<file path="config.mk">
export PLATFORM = sky130hd
export DESIGN_NAME = ansi_sgr_attribute_parser_core
export DESIGN_NICKNAME = d
export VERILOG_FILES = /design/src/asgr_pkg.sv /design/src/asgr_ram.sv /design/src/asgr_code_unit.sv /design/src/ansi_sgr_attribute_parser_core.sv
export SDC_FILE = /design/constraint.sdc
export NUM_CORES = 1
export LEC_CHECK = 0
export CORE_AREA = 5 5 179 138
export CTS_CLUSTER_SIZE = 8
export DETAILED_ROUTE_END_ITERATION = 10
export DIE_AREA = 0 0 184 143
export DONT_BUFFER_PORTS = 1
export SLEW_MARGIN = 20
export SYNTH_ARGS = -nofsm -noshare
export SYNTH_HDL_FRONTEND = slang
export SYNTH_SLANG_ARGS = --single-unit
</file>
<file path="constraint.sdc">
create_clock -name clk -period 7.2 [get_ports clk]
set_input_delay 0.72 -clock clk [delete_from_list [all_inputs] [get_ports clk]]
set_output_delay 0.72 -clock clk [all_outputs]
set_load 0.01 [all_outputs]
</file>
<file path="src/asgr_pkg.sv">
// shared types, constants and helper functions of the sgr attribute parser
`default_nettype none
package asgr_pkg;

  // default depth of the escape buffer, one more than the stored bytes
  localparam int SEQ_BUFFER_DEF = 20;

  // byte codes
  localparam logic [7:0] BYTE_ESC     = 8'h1b;
  localparam logic [7:0] BYTE_BRACKET = 8'h5b;
  localparam logic [7:0] BYTE_SEMI    = 8'h3b;
  localparam logic [7:0] BYTE_M       = 8'h6d;
  localparam logic [7:0] BYTE_ZERO    = 8'h30;
  localparam logic [7:0] BYTE_NINE    = 8'h39;
  localparam logic [7:0] PRINT_LO     = 8'h20;
  localparam logic [7:0] PRINT_HI     = 8'h7e;

  // sgr codes
  localparam logic [7:0] SGR_RESET   = 8'd0;
  localparam logic [7:0] SGR_BOLD    = 8'd1;
  localparam logic [7:0] SGR_FAINT   = 8'd2;
  localparam logic [7:0] SGR_ULINE   = 8'd4;
  localparam logic [7:0] SGR_BLINK   = 8'd5;
  localparam logic [7:0] SGR_REV_BL  = 8'd6;
  localparam logic [7:0] SGR_REVERSE = 8'd7;
  localparam logic [7:0] SGR_FG_LO   = 8'd30;
  localparam logic [7:0] SGR_FG_HI   = 8'd37;
  localparam logic [7:0] SGR_BG_LO   = 8'd40;
  localparam logic [7:0] SGR_BG_HI   = 8'd47;

  // configuration register indexes
  localparam logic [1:0] REG_DEFAULT_ATTR = 2'd0;
  localparam logic [1:0] REG_BOLD_EN      = 2'd1;
  localparam logic [1:0] REG_BOLD_ATTR    = 2'd2;

  // reset values of the registers
  localparam logic [7:0] DEFAULT_ATTR_RST = 8'h07;
  localparam logic       BOLD_EN_RST      = 1'b0;
  localparam logic [7:0] BOLD_ATTR_RST    = 8'h0f;

  // ansi colour order (r,g,b) to vga bit order (b,g,r)
  localparam logic [2:0] COLOR_MAP [8] = '{3'd0, 3'd4, 3'd2, 3'd6, 3'd1, 3'd5, 3'd3, 3'd7};

  typedef struct packed {
    logic [7:0] default_attr;
    logic       bold_en;
    logic [7:0] bold_attr;
  } asgr_cfg_t;

  typedef enum logic [2:0] {
    ST_IDLE,
    ST_FL_RD,
    ST_FL_OUT,
    ST_AP_RD,
    ST_AP_EXEC
  } asgr_state_t;

  // accumulate one decimal digit, saturating at 255
  function automatic logic [7:0] digit_step(input logic [7:0] acc, input logic [3:0] d);
    logic [11:0] t;
    t = ({4'b0, acc} << 3) + ({4'b0, acc} << 1) + {8'b0, d};
    return (t > 12'd255) ? 8'hff : t[7:0];
  endfunction

  // apply one sgr parameter to the attribute byte
  function automatic logic [7:0] apply_code(input logic [7:0] a, input logic [7:0] code,
                                            input asgr_cfg_t cfg);
    logic [7:0] r;
    logic [2:0] ci;
    r  = a;
    ci = 3'(code - SGR_FG_LO);
    if (code == SGR_RESET) begin
      r = cfg.default_attr;
    end else if (code == SGR_BOLD) begin
      r = cfg.bold_en ? cfg.bold_attr : (a | 8'h08);
    end else if (code == SGR_FAINT) begin
      r = a & 8'hf7;
    end else if (code == SGR_ULINE) begin
      r = a | 8'h01;
    end else if (code == SGR_BLINK) begin
      r = a | 8'h80;
    end else if (code == SGR_REV_BL) begin
      r = (~a) | 8'h80;
    end else if (code == SGR_REVERSE) begin
      r = (~a) & 8'h7f;
    end else if (code inside {[SGR_FG_LO:SGR_FG_HI]}) begin
      r = {a[7:3], COLOR_MAP[ci]};
    end else if (code inside {[SGR_BG_LO:SGR_BG_HI]}) begin
      ci = 3'(code - SGR_BG_LO);
      r = {a[7], COLOR_MAP[ci], a[3:0]};
    end
    return r;
  endfunction

endpackage
`default_nettype wire

</file>
<file path="src/asgr_ram.sv">
// generic single write port ram with registered read
`default_nettype none
module asgr_ram #(
  parameter int WIDTH = 8,
  parameter int DEPTH = 19
) (
  input  wire logic                     clk,
  input  wire logic                     we,
  input  wire logic [$clog2(DEPTH)-1:0] waddr,
  input  wire logic [WIDTH-1:0]         wdata,
  input  wire logic [$clog2(DEPTH)-1:0] raddr,
  output      logic [WIDTH-1:0]         rdata
);

  logic [WIDTH-1:0] mem [DEPTH];

  // write port and registered read port
  always_ff @(posedge clk) begin
    if (we) begin
      mem[waddr] <= wdata;
    end
    rdata <= mem[raddr];
  end

endmodule
`default_nettype wire

</file>
<file path="src/asgr_code_unit.sv">
// shared parameter unit: decimal accumulator and sgr attribute update
`default_nettype none
module asgr_code_unit (
  input  wire logic                 clk,
  input  wire logic                 rst,
  input  wire asgr_pkg::asgr_cfg_t  cfg,
  input  wire logic                 step,
  input  wire logic [7:0]           ch,
  output      logic [7:0]           cur_attr
);

  logic [7:0] acc;
  logic [7:0] acc_next;
  logic [7:0] cur_attr_next;
  logic       is_digit;

  // digit grows the parameter, any other byte ends it
  always_comb begin
    is_digit      = (ch inside {[asgr_pkg::BYTE_ZERO:asgr_pkg::BYTE_NINE]});
    acc_next      = acc;
    cur_attr_next = cur_attr;
    if (step) begin
      if (is_digit) begin
        acc_next = asgr_pkg::digit_step(acc, ch[3:0]);
      end else begin
        acc_next      = 8'd0;
        cur_attr_next = asgr_pkg::apply_code(cur_attr, acc, cfg);
      end
    end
  end

  always_ff @(posedge clk) begin
    if (rst) begin
      acc      <= 8'd0;
      cur_attr <= asgr_pkg::DEFAULT_ATTR_RST;
    end else begin
      acc      <= acc_next;
      cur_attr <= cur_attr_next;
    end
  end

endmodule
`default_nettype wire

</file>
<file path="src/ansi_sgr_attribute_parser_core.sv">
// top level of the ansi sgr escape parser producing vga text attributes
`default_nettype none
// Terminal bytes enter on s_*, characters with their vga attribute leave on
// m_*. Bytes that are neither printable nor ESC are dropped. A printable byte
// outside a sequence and every byte of a sequence are taken in the idle
// state. A malformed or overlong sequence is flushed from the escape buffer
// with one buffer ram read and one output load per byte, and waits on any
// output stall; a terminating 'm' walks the parameter bytes through the
// shared code unit with one buffer ram read and one code step per byte. A
// flush covers up to SEQ_BUFFER-1 buffered bytes. The input is not ready
// while a flush or walk runs or while a result waits.
module ansi_sgr_attribute_parser_core #(
  parameter int SEQ_BUFFER = asgr_pkg::SEQ_BUFFER_DEF
) (
  input  wire logic        clk,
  input  wire logic        rst,
  input  wire logic        s_tvalid,
  output      logic        s_tready,
  input  wire logic [7:0]  s_tdata,   // [7:0] char_byte
  output      logic        m_tvalid,
  input  wire logic        m_tready,
  output      logic [15:0] m_tdata,   // [7:0] out_char, [15:8] out_attr
  output      logic        m_tlast,
  input  wire logic        cfg_we,
  input  wire logic [1:0]  cfg_index,
  input  wire logic [7:0]  cfg_data
);

  localparam int BUF_DEPTH = SEQ_BUFFER - 1;
  localparam int ADDR_W    = $clog2(BUF_DEPTH);
  localparam int LEN_W     = $clog2(SEQ_BUFFER);
  localparam logic [LEN_W-1:0] LEN_FULL = LEN_W'(BUF_DEPTH);

  asgr_pkg::asgr_state_t state, state_next;
  asgr_pkg::asgr_cfg_t   cfg;

  logic [LEN_W-1:0] seq_len, seq_len_next;
  logic [LEN_W-1:0] idx, idx_next;
  logic [LEN_W-1:0] walk_end, walk_end_next;
  logic [LEN_W-1:0] new_len;
  logic [7:0]       cur_attr;
  logic [7:0]       rdata;

  logic in_fire, keep, is_esc, is_digit, seq_ok, slot_free, walk_last;
  logic ram_we, out_load, step;
  logic [7:0] out_char_next;

  // configuration registers
  always_ff @(posedge clk) begin
    if (rst) begin
      cfg.default_attr <= asgr_pkg::DEFAULT_ATTR_RST;
      cfg.bold_en      <= asgr_pkg::BOLD_EN_RST;
      cfg.bold_attr    <= asgr_pkg::BOLD_ATTR_RST;
    end else if (cfg_we) begin
      case (cfg_index)
        asgr_pkg::REG_DEFAULT_ATTR: cfg.default_attr <= cfg_data;
        asgr_pkg::REG_BOLD_EN:      cfg.bold_en      <= cfg_data[0];
        asgr_pkg::REG_BOLD_ATTR:    cfg.bold_attr    <= cfg_data;
        default: ;
      endcase
    end
  end

  // input byte decode
  always_comb begin
    slot_free = !m_tvalid || m_tready;
    s_tready  = (state == asgr_pkg::ST_IDLE) && slot_free;
    in_fire   = s_tvalid && s_tready;
    is_esc    = (s_tdata == asgr_pkg::BYTE_ESC);
    keep      = is_esc || (s_tdata inside {[asgr_pkg::PRINT_LO:asgr_pkg::PRINT_HI]});
    is_digit  = (s_tdata inside {[asgr_pkg::BYTE_ZERO:asgr_pkg::BYTE_NINE]});
    new_len   = seq_len + LEN_W'(1);
    if (new_len == LEN_W'(2)) begin
      seq_ok = (s_tdata == asgr_pkg::BYTE_BRACKET);
    end else if (new_len == LEN_W'(3)) begin
      seq_ok = is_digit;
    end else begin
      seq_ok = is_digit || (s_tdata == asgr_pkg::BYTE_SEMI) || (s_tdata == asgr_pkg::BYTE_M);
    end
    walk_last = ((idx + LEN_W'(1)) == walk_end);
  end

  // next state
  always_comb begin
    state_next = state;
    case (state)
      asgr_pkg::ST_IDLE: begin
        if (in_fire && keep && (seq_len != '0)) begin
          if (seq_len == LEN_FULL || !seq_ok) begin
            state_next = asgr_pkg::ST_FL_RD;
          end else if (new_len > LEN_W'(3) && s_tdata == asgr_pkg::BYTE_M) begin
            state_next = asgr_pkg::ST_AP_RD;
          end
        end
      end
      asgr_pkg::ST_FL_RD:  state_next = asgr_pkg::ST_FL_OUT;
      asgr_pkg::ST_FL_OUT: begin
        if (slot_free) begin
          state_next = walk_last ? asgr_pkg::ST_IDLE : asgr_pkg::ST_FL_RD;
        end
      end
      asgr_pkg::ST_AP_RD:   state_next = asgr_pkg::ST_AP_EXEC;
      asgr_pkg::ST_AP_EXEC: state_next = walk_last ? asgr_pkg::ST_IDLE : asgr_pkg::ST_AP_RD;
      default: state_next = asgr_pkg::ST_IDLE;
    endcase
  end

  // datapath controls
  always_comb begin
    ram_we        = 1'b0;
    out_load      = 1'b0;
    step          = 1'b0;
    out_char_next = s_tdata;
    seq_len_next  = seq_len;
    idx_next      = idx;
    walk_end_next = walk_end;
    case (state)
      asgr_pkg::ST_IDLE: begin
        if (in_fire && keep) begin
          if (seq_len == '0) begin
            if (is_esc) begin
              ram_we       = 1'b1;
              seq_len_next = LEN_W'(1);
            end else begin
              out_load = 1'b1;
            end
          end else if (seq_len == LEN_FULL) begin
            walk_end_next = seq_len;
            idx_next      = '0;
            seq_len_next  = '0;
          end else begin
            ram_we = 1'b1;
            if (!seq_ok) begin
              walk_end_next = new_len;
              idx_next      = '0;
              seq_len_next  = '0;
            end else if (new_len > LEN_W'(3) && s_tdata == asgr_pkg::BYTE_M) begin
              walk_end_next = new_len;
              idx_next      = LEN_W'(2);
              seq_len_next  = '0;
            end else begin
              seq_len_next = new_len;
            end
          end
        end
      end
      asgr_pkg::ST_FL_OUT: begin
        out_char_next = rdata;
        if (slot_free) begin
          out_load = 1'b1;
          idx_next = idx + LEN_W'(1);
        end
      end
      asgr_pkg::ST_AP_EXEC: begin
        step     = 1'b1;
        idx_next = idx + LEN_W'(1);
      end
      default: ;
    endcase
  end

  // control registers
  always_ff @(posedge clk) begin
    if (rst) begin
      state   <= asgr_pkg::ST_IDLE;
      seq_len <= '0;
    end else begin
      state   <= state_next;
      seq_len <= seq_len_next;
    end
    idx      <= idx_next;
    walk_end <= walk_end_next;
  end

  // output register
  always_ff @(posedge clk) begin
    if (rst) begin
      m_tvalid <= 1'b0;
    end else if (out_load) begin
      m_tvalid <= 1'b1;
    end else if (m_tready) begin
      m_tvalid <= 1'b0;
    end
    if (out_load) begin
      m_tdata <= {cur_attr, out_char_next};
      m_tlast <= (state == asgr_pkg::ST_IDLE) || walk_last;
    end
  end

  // escape buffer
  asgr_ram #(
    .WIDTH (8),
    .DEPTH (BUF_DEPTH)
  ) u_buf (
    .clk   (clk),
    .we    (ram_we),
    .waddr (seq_len[ADDR_W-1:0]),
    .wdata (s_tdata),
    .raddr (idx[ADDR_W-1:0]),
    .rdata (rdata)
  );

  // shared parameter unit
  asgr_code_unit u_code (
    .clk      (clk),
    .rst      (rst),
    .cfg      (cfg),
    .step     (step),
    .ch       (rdata),
    .cur_attr (cur_attr)
  );

endmodule
`default_nettype wire

</file>
**Yosys cells after proc, flatten, opt, wreduce, memory -nomap -nowiden**

Memory sizes are Yosys's and may differ from the RTL's. A register that Yosys moved wholly into a read port is not among the register bits.
Index checks and enable logic that the tools add are counted.
W data, S select, Z words.

- $add $sub $neg: 6
- Magnitude comparators: 14
- Equal/unequal tests: 36
- Mux-type cells: 56
- Bitwise operators: 5
- Reduce and logical (&&, ||, !) cells: 42

Operators by type and width:

| operator | count |
|---|---|
| $mux W8 | 12 |
| $mux W5 | 14 |
| $eq A8 B3 Y1 const B | 4 |
| $ge A8 B6 Y1 const B | 4 |
| $le A8 B6 Y1 const B | 4 |
| $reduce_bool A5 Y1 | 5 |
| $mux W3 | 8 |
| $mux W1 | 17 |
| $eq A8 B7 Y1 const B | 2 |
| $ne A3 B1 Y1 const B | 5 |
| $pmux W3 S5 | 1 |
| $pmux W5 S3 | 1 |
| $add A11 B9 Y12 | 1 |
| $add A12 B4 Y12 | 1 |
| $gt A12 B8 Y1 const B | 1 |
| $ne A4 B1 Y1 const B | 3 |
| $reduce_and A6 Y1 | 2 |
| $add A5 B1 Y5 const B | 2 |
| $eq A5 B2 Y1 const B | 2 |
| $logic_and A1 B1 Y1 | 10 |
| $reduce_and A5 Y1 | 2 |
| $eq A8 B1 Y1 const B | 1 |
| $eq A8 B2 Y1 const B | 1 |
| $eq A8 B5 Y1 const B | 1 |
| other kinds (39) | 55 |

- Register bits after elaboration: 69
- Memory bits (writable): 152
- ROM bits: 48
- Word-level logic and storage cells: 178
- Memories kept: 3

Memories:

| memory | depth | bits a word | rd ports | clocked after Yosys merged registers in | wr ports | line | RTL |
|---|---|---|---|---|---|---|---|
| u_buf.mem | 19 | 8 | 1 | 1 | 1 | asgr_ram.sv:15 | `logic [WIDTH-1:0] mem [DEPTH];` |
| (no name shown) | 8 | 3 | 1 | 0 | 0 | asgr_pkg.sv:87 | `r = {a[7:3], COLOR_MAP[ci]};` |
| (no name shown) | 8 | 3 | 1 | 0 | 0 | asgr_pkg.sv:90 | `r = {a[7], COLOR_MAP[ci], a[3:0]};` |

**Depth between registers and ports, before layout**

- Word-level depth: 14
- Depth in mapped cells: 11
- Depth with buffers taken out: 11

**Hierarchy**

Synthesis repeated with hierarchy kept, for this count alone.

- Cells, all modules: 703
- Area, all modules: 10162.2 µm²

Modules (own cells, without submodules):

| module | instances | cells an instance | area an instance (µm²) |
|---|---|---|---|
| asgr_ram | 1 | 295 | 6157.2 |
| ansi_sgr_attribute_parser_core | 1 | 224 | 2519.9 |
| asgr_code_unit | 1 | 184 | 1485.2 |

**Worst setup path before layout**

Ideal clock, no wire load.

- Path type: input to register
- Start: input port s_tdata[2]
- End: register m_tdata[0] (enable)
- Arrival: 3139 ps
- Setup slack: 3649 ps
- Stages on the path: 7
- Path buffers: 0
- Cells stage by stage: nand4b_1 or4b_4 nor2_1 o211ai_2 nor2_1 a21oi_1 nor3_1

- Longest elaborated chain between the ends: 6

Ends and longest elaborated chain:

| element | line | RTL |
|---|---|---|
| from (decl) | ansi_sgr_attribute_parser_core.sv:19 | `input wire logic [7:0] s_tdata,` |
| $ge A8 B6 Y1 / $le A8 B7 Y1 (equally long branches) | ansi_sgr_attribute_parser_core.sv:70 | `keep = is_esc \|\| (s_tdata inside {[asgr_pkg::PRINT_LO:asgr_pkg::PRINT_HI]});` |
| $logic_and A1 B1 Y1 | ansi_sgr_attribute_parser_core.sv:70 |  |
| $logic_or A1 B1 Y1 | ansi_sgr_attribute_parser_core.sv:70 |  |
| $logic_and A1 B1 Y1 | ansi_sgr_attribute_parser_core.sv:119 | `if (in_fire && keep) begin` |
| $mux W1 (*) | ansi_sgr_attribute_parser_core.sv:119 |  |
| $pmux W1 S2 (*) | ansi_sgr_attribute_parser_core.sv:117 | `case (state)` |
| net out_load | ansi_sgr_attribute_parser_core.sv:45 | `logic ram_we, out_load, step;` |
| to (signal assigned) | ansi_sgr_attribute_parser_core.sv:185 | `m_tdata <= {cur_attr, out_char_next};` |
| to (decl) | ansi_sgr_attribute_parser_core.sv:22 | `output logic [15:0] m_tdata,` |

Mark *: on every way through the listed nets, which the timed path passes. The rest lies on a longest branch.
A chain may end at the register's enable or synchronous reset.

**Worst setup path after layout**

- Start: register u_code.acc[0]
- End: register u_code.acc[3]

- Longest elaborated chain between the ends: 5

Ends and longest elaborated chain:

| element | line | RTL |
|---|---|---|
| from (decl) | asgr_code_unit.sv:12 | `logic [7:0] acc;` |
| from (signal assigned) | asgr_code_unit.sv:37 | `acc <= acc_next;` |
| $add A11 B9 Y12 (*) | asgr_pkg.sv:61 | `t = ({4'b0, acc} << 3) + ({4'b0, acc} << 1) + {8'b0, d};` |
| $add A12 B4 Y12 (*) | asgr_pkg.sv:61 |  |
| $gt A12 B8 Y1 | asgr_pkg.sv:62 | `return (t > 12'd255) ? 8'hff : t[7:0];` |
| $mux W8 (*) | asgr_pkg.sv:62 |  |
| $mux W8 (*) | asgr_code_unit.sv:23 | `if (is_digit) begin` |

Every way passes the cells marked *; elsewhere a longest branch is shown, timed or not.

==> impl_results.md <==
* Global-route wire length before repair at 34.9 mm
* Register-to-register setup slack at 3580 ps
* Fill cell instance count of the final layout at 1936
* Syn avg cell area at approximately 14 µm²
* Minimum clock period at ~3600 ps
* Pins Over Slew Limit at 0
* Number of maximum-capacitance constraint violations at 0
* Initial antenna violation count at 0
* Count of boundary I/O pins at 42
* Sinks on Clock Net at 229
* Number of hold violations in the final report at 0
* Post-synth EDFFs at around 180
* Cells after Synth at between 600 and 700
* Power density over the cells at roughly 260 nW/µm²
* Total die area at roughly 26000 µm²
* Global placement routability congestion at 0.930
* Detail Route Antenna Nets at 0
* Layout cell share with drive strength beyond 1 at around 16%
* Floorplan die width at between 150 and 200 µm
* Largest fanout on the critical path at 17
* Total Routing Usage GR at around 17%
* Post-Synthesis Net Count at ~740
* CTS tree: built
* Layout overhead on the synthesized area at 12.2%
* Cells resized by post-CTS repair at 0
* Post-layout net count at approximately 750
* Share of synthesized area occupied by flip-flops and latches at about 64%
* Summed instance area of the synthesized netlist at around 10000 µm²
* Final worst-path setup slack at about 3600 ps
* Sort of element at the start of the critical path: register
* Cell type contributing the most total cell area after synthesis: edfxtp_1
* Placeable core area at ~23000 µm²
* DR vias at 5919
* Commonest cells after routing, fill and taps aside: edfxtp_1, nor2_1, nand2_1, dfxtp_1, mux4_2
* Dominant register cell in the synthesized netlist: edfxtp_1
* Commonest non-fill, non-tap cell in the layout: edfxtp_1
* Outcome: complete, no violations
* Number of levels in the clock H-tree at 2
* Number of standard-cell rows in the floorplan at 48
* Worst voltage drop across the vdd grid at between 100 and 150 µV
* Hold Buf Count CTS at 0
* Cell depth of the worst flop-to-flop path at 11
* Per-cell via count in the routed design at ~5.8
* Unrepaired setup endpoints after global routing: false
* Worst-path clk slew at ~50 ps
* Worst-skew pair later-pin latency at roughly 500 ps
* Post-detail-place hpwl at around 15 mm
* Initial standard-cell utilization of the core at roughly 44%
* Leak Pwr at roughly 3.8 nW
* CTS Root Cell: clkbuf_16
* Average detailed-routed wire length per instance at 22.0 µm
* Kind of critical path: register to register
* Pre-CTS WS at around 3700 ps
* Number of design rule violations left after detail routing at 0
* Final-report setup violation count at 0
* Iter 0 DRT Violations at 622
* Clock buffer count from CTS at 34
* Dominant cells by area after synthesis: edfxtp_1, dfxtp_1, mux4_2
* Endpoint arrival time on the critical path at roughly 4100 ps
* Number of synthesized register bits at 229
* TNS Setup at 0 ps
* Deepest clock path buffer count at 3
* Post-CTS setup buffer count at 0
* Ratio of final minimum period to clock period at 50.2%
* Post-Route WL at around 22 mm
* Warning count from the yosys run at 0
* Top-area cell type share of the netlist area at between 50% and 60%
* Data required time of the critical path at around 7600 ps
* Transition time at the pin with the least slew margin at approximately 1000 ps
* Antenna diode count at 0
* Fraction of registers with async set or reset after synthesis at 0%
* Hold depth at 1
* Endpoint class of the critical path: register
* Number of iterations in the first detailed-routing pass at 5
* Peak clock frequency supported by timing at 0.277 GHz
* Via count of the first global-routing pass at approximately 5900
* Congestion Overflow GR at 0
* Maximum number of pins on one net before global-route repair at between 50 and 60
* Final setup skew at 18.4 ps
* Synth unique cells at 67
* Vertical extent of the die at around 140 µm
* Rel. slew slack at between 30% and 40%
* Total of buffers placed on input and output ports at 0
* Worst hold-check path type: input port to register
[synth_stat cells, types with 4 or more instances]
master and number:
a211oi_1 4, a21oi_1 24, a22o_1 5, and2_1 7, buf_2 6, buf_4 5, clkbuf_1 16, dfxtp_1 50
edfxtp_1 179, ha_1 22, inv_1 13, mux2_2 15, mux2i_1 29, mux4_2 40, nand2_1 57, nand2b_1 6
nand3_1 16, nand3b_1 6, nor2_1 67, nor3_1 9, o21ai_0 30, or4_1 5, xnor2_1 7, xor2_1 7
[cells by family (layout without fill, tap and decap cells)]
kind of cell | count (synthesis) | after routing | share of synthesized area (%)
fa+ha+maj | 24 | 24 | 3.14
xor+xnor | 14 | 14 | 1.22
simple gates | 199 | 199 | 9.72
buf+inv | 43 | 72 | 1.87
compound gates | 99 | 99 | 6.90
flops | 229 | 229 | 63.6
mux | 84 | 84 | 13.6
[metal layers]
metal	routed length, µm	up-vias	global-route usage, %
met2	10000	212	25.6
met3	1590	37	3.74
met4	432	0	5.06
met5	0	-	0
li1	-	2698	-
met1	10400	2972	26.1
[critical path, cell delays in order, from the launching register on]
cell and delay [ps]:
dfxtp_1 670, inv_1 230, fa_1 540, inv_1 70
fa_1 460, a21o_1 200, a21oi_1 240, nand2b_1 180
nor2_1 60, a221oi_1 580, or4_1 210, a22o_1 130
[final timing paths]
check | endpoint | from
hold / removal | seq_len[0] | rst
setup reg to reg | u_code.acc[3] | u_code.acc[0]
setup / recovery | u_code.acc[3] | u_code.acc[0]
hold reg to reg | m_tdata[15] | u_code.cur_attr[7]
[power breakdown]
group | internal [mW] | switching (mW) | total, mW
registers | 1.43 | 0.00639 | 1.44
logic | 0.0111 | 0.0157 | 0.0269
clock network | 0.872 | 0.544 | 1.42
total | 2.32 | 0.567 | 2.88
[final cells by class]
type	instances	area, µm²	area share [%]
inverters	13	48.8	0.434
clock inverters	4	38.8	0.345
flip-flops and latches	229	6380	56.7
well taps	300	375	3.34
clock buffers	51	915	8.13
multi-input cells	420	3470	30.8
repair buffers	4	30.0	0.267
[per-stage QoR]
stage / hold slack (ps) / area, µm² / util, % / power, mW / instances
finish: 283 / 11300 / 49.6 / 2.88 / 1021
global route: 262 / 11300 / 49.6 / 2.97 / 1021
CTS: 260 / 11300 / 49.6 / 2.91 / 1021
detailed placement: 422 / 10300 / 45.4 / 1.49 / 966
global placement: 425 / 10300 / 45.4 / 1.49 / 966
floorplan: 408 / 10000 / - / 1.48 / 692
[sequential cells by signal (all words and copies together), names as in the netlist]
name,cells
walk_end,5
u_code.cur_attr,8
seq_len,5
state,3
cfg,17
m_tlast,1
idx,5
u_code.acc,8
u_buf.mem,152
m_tvalid,1
u_buf.rdata,8
m_tdata,16
(Power assumes the default switching activity.)
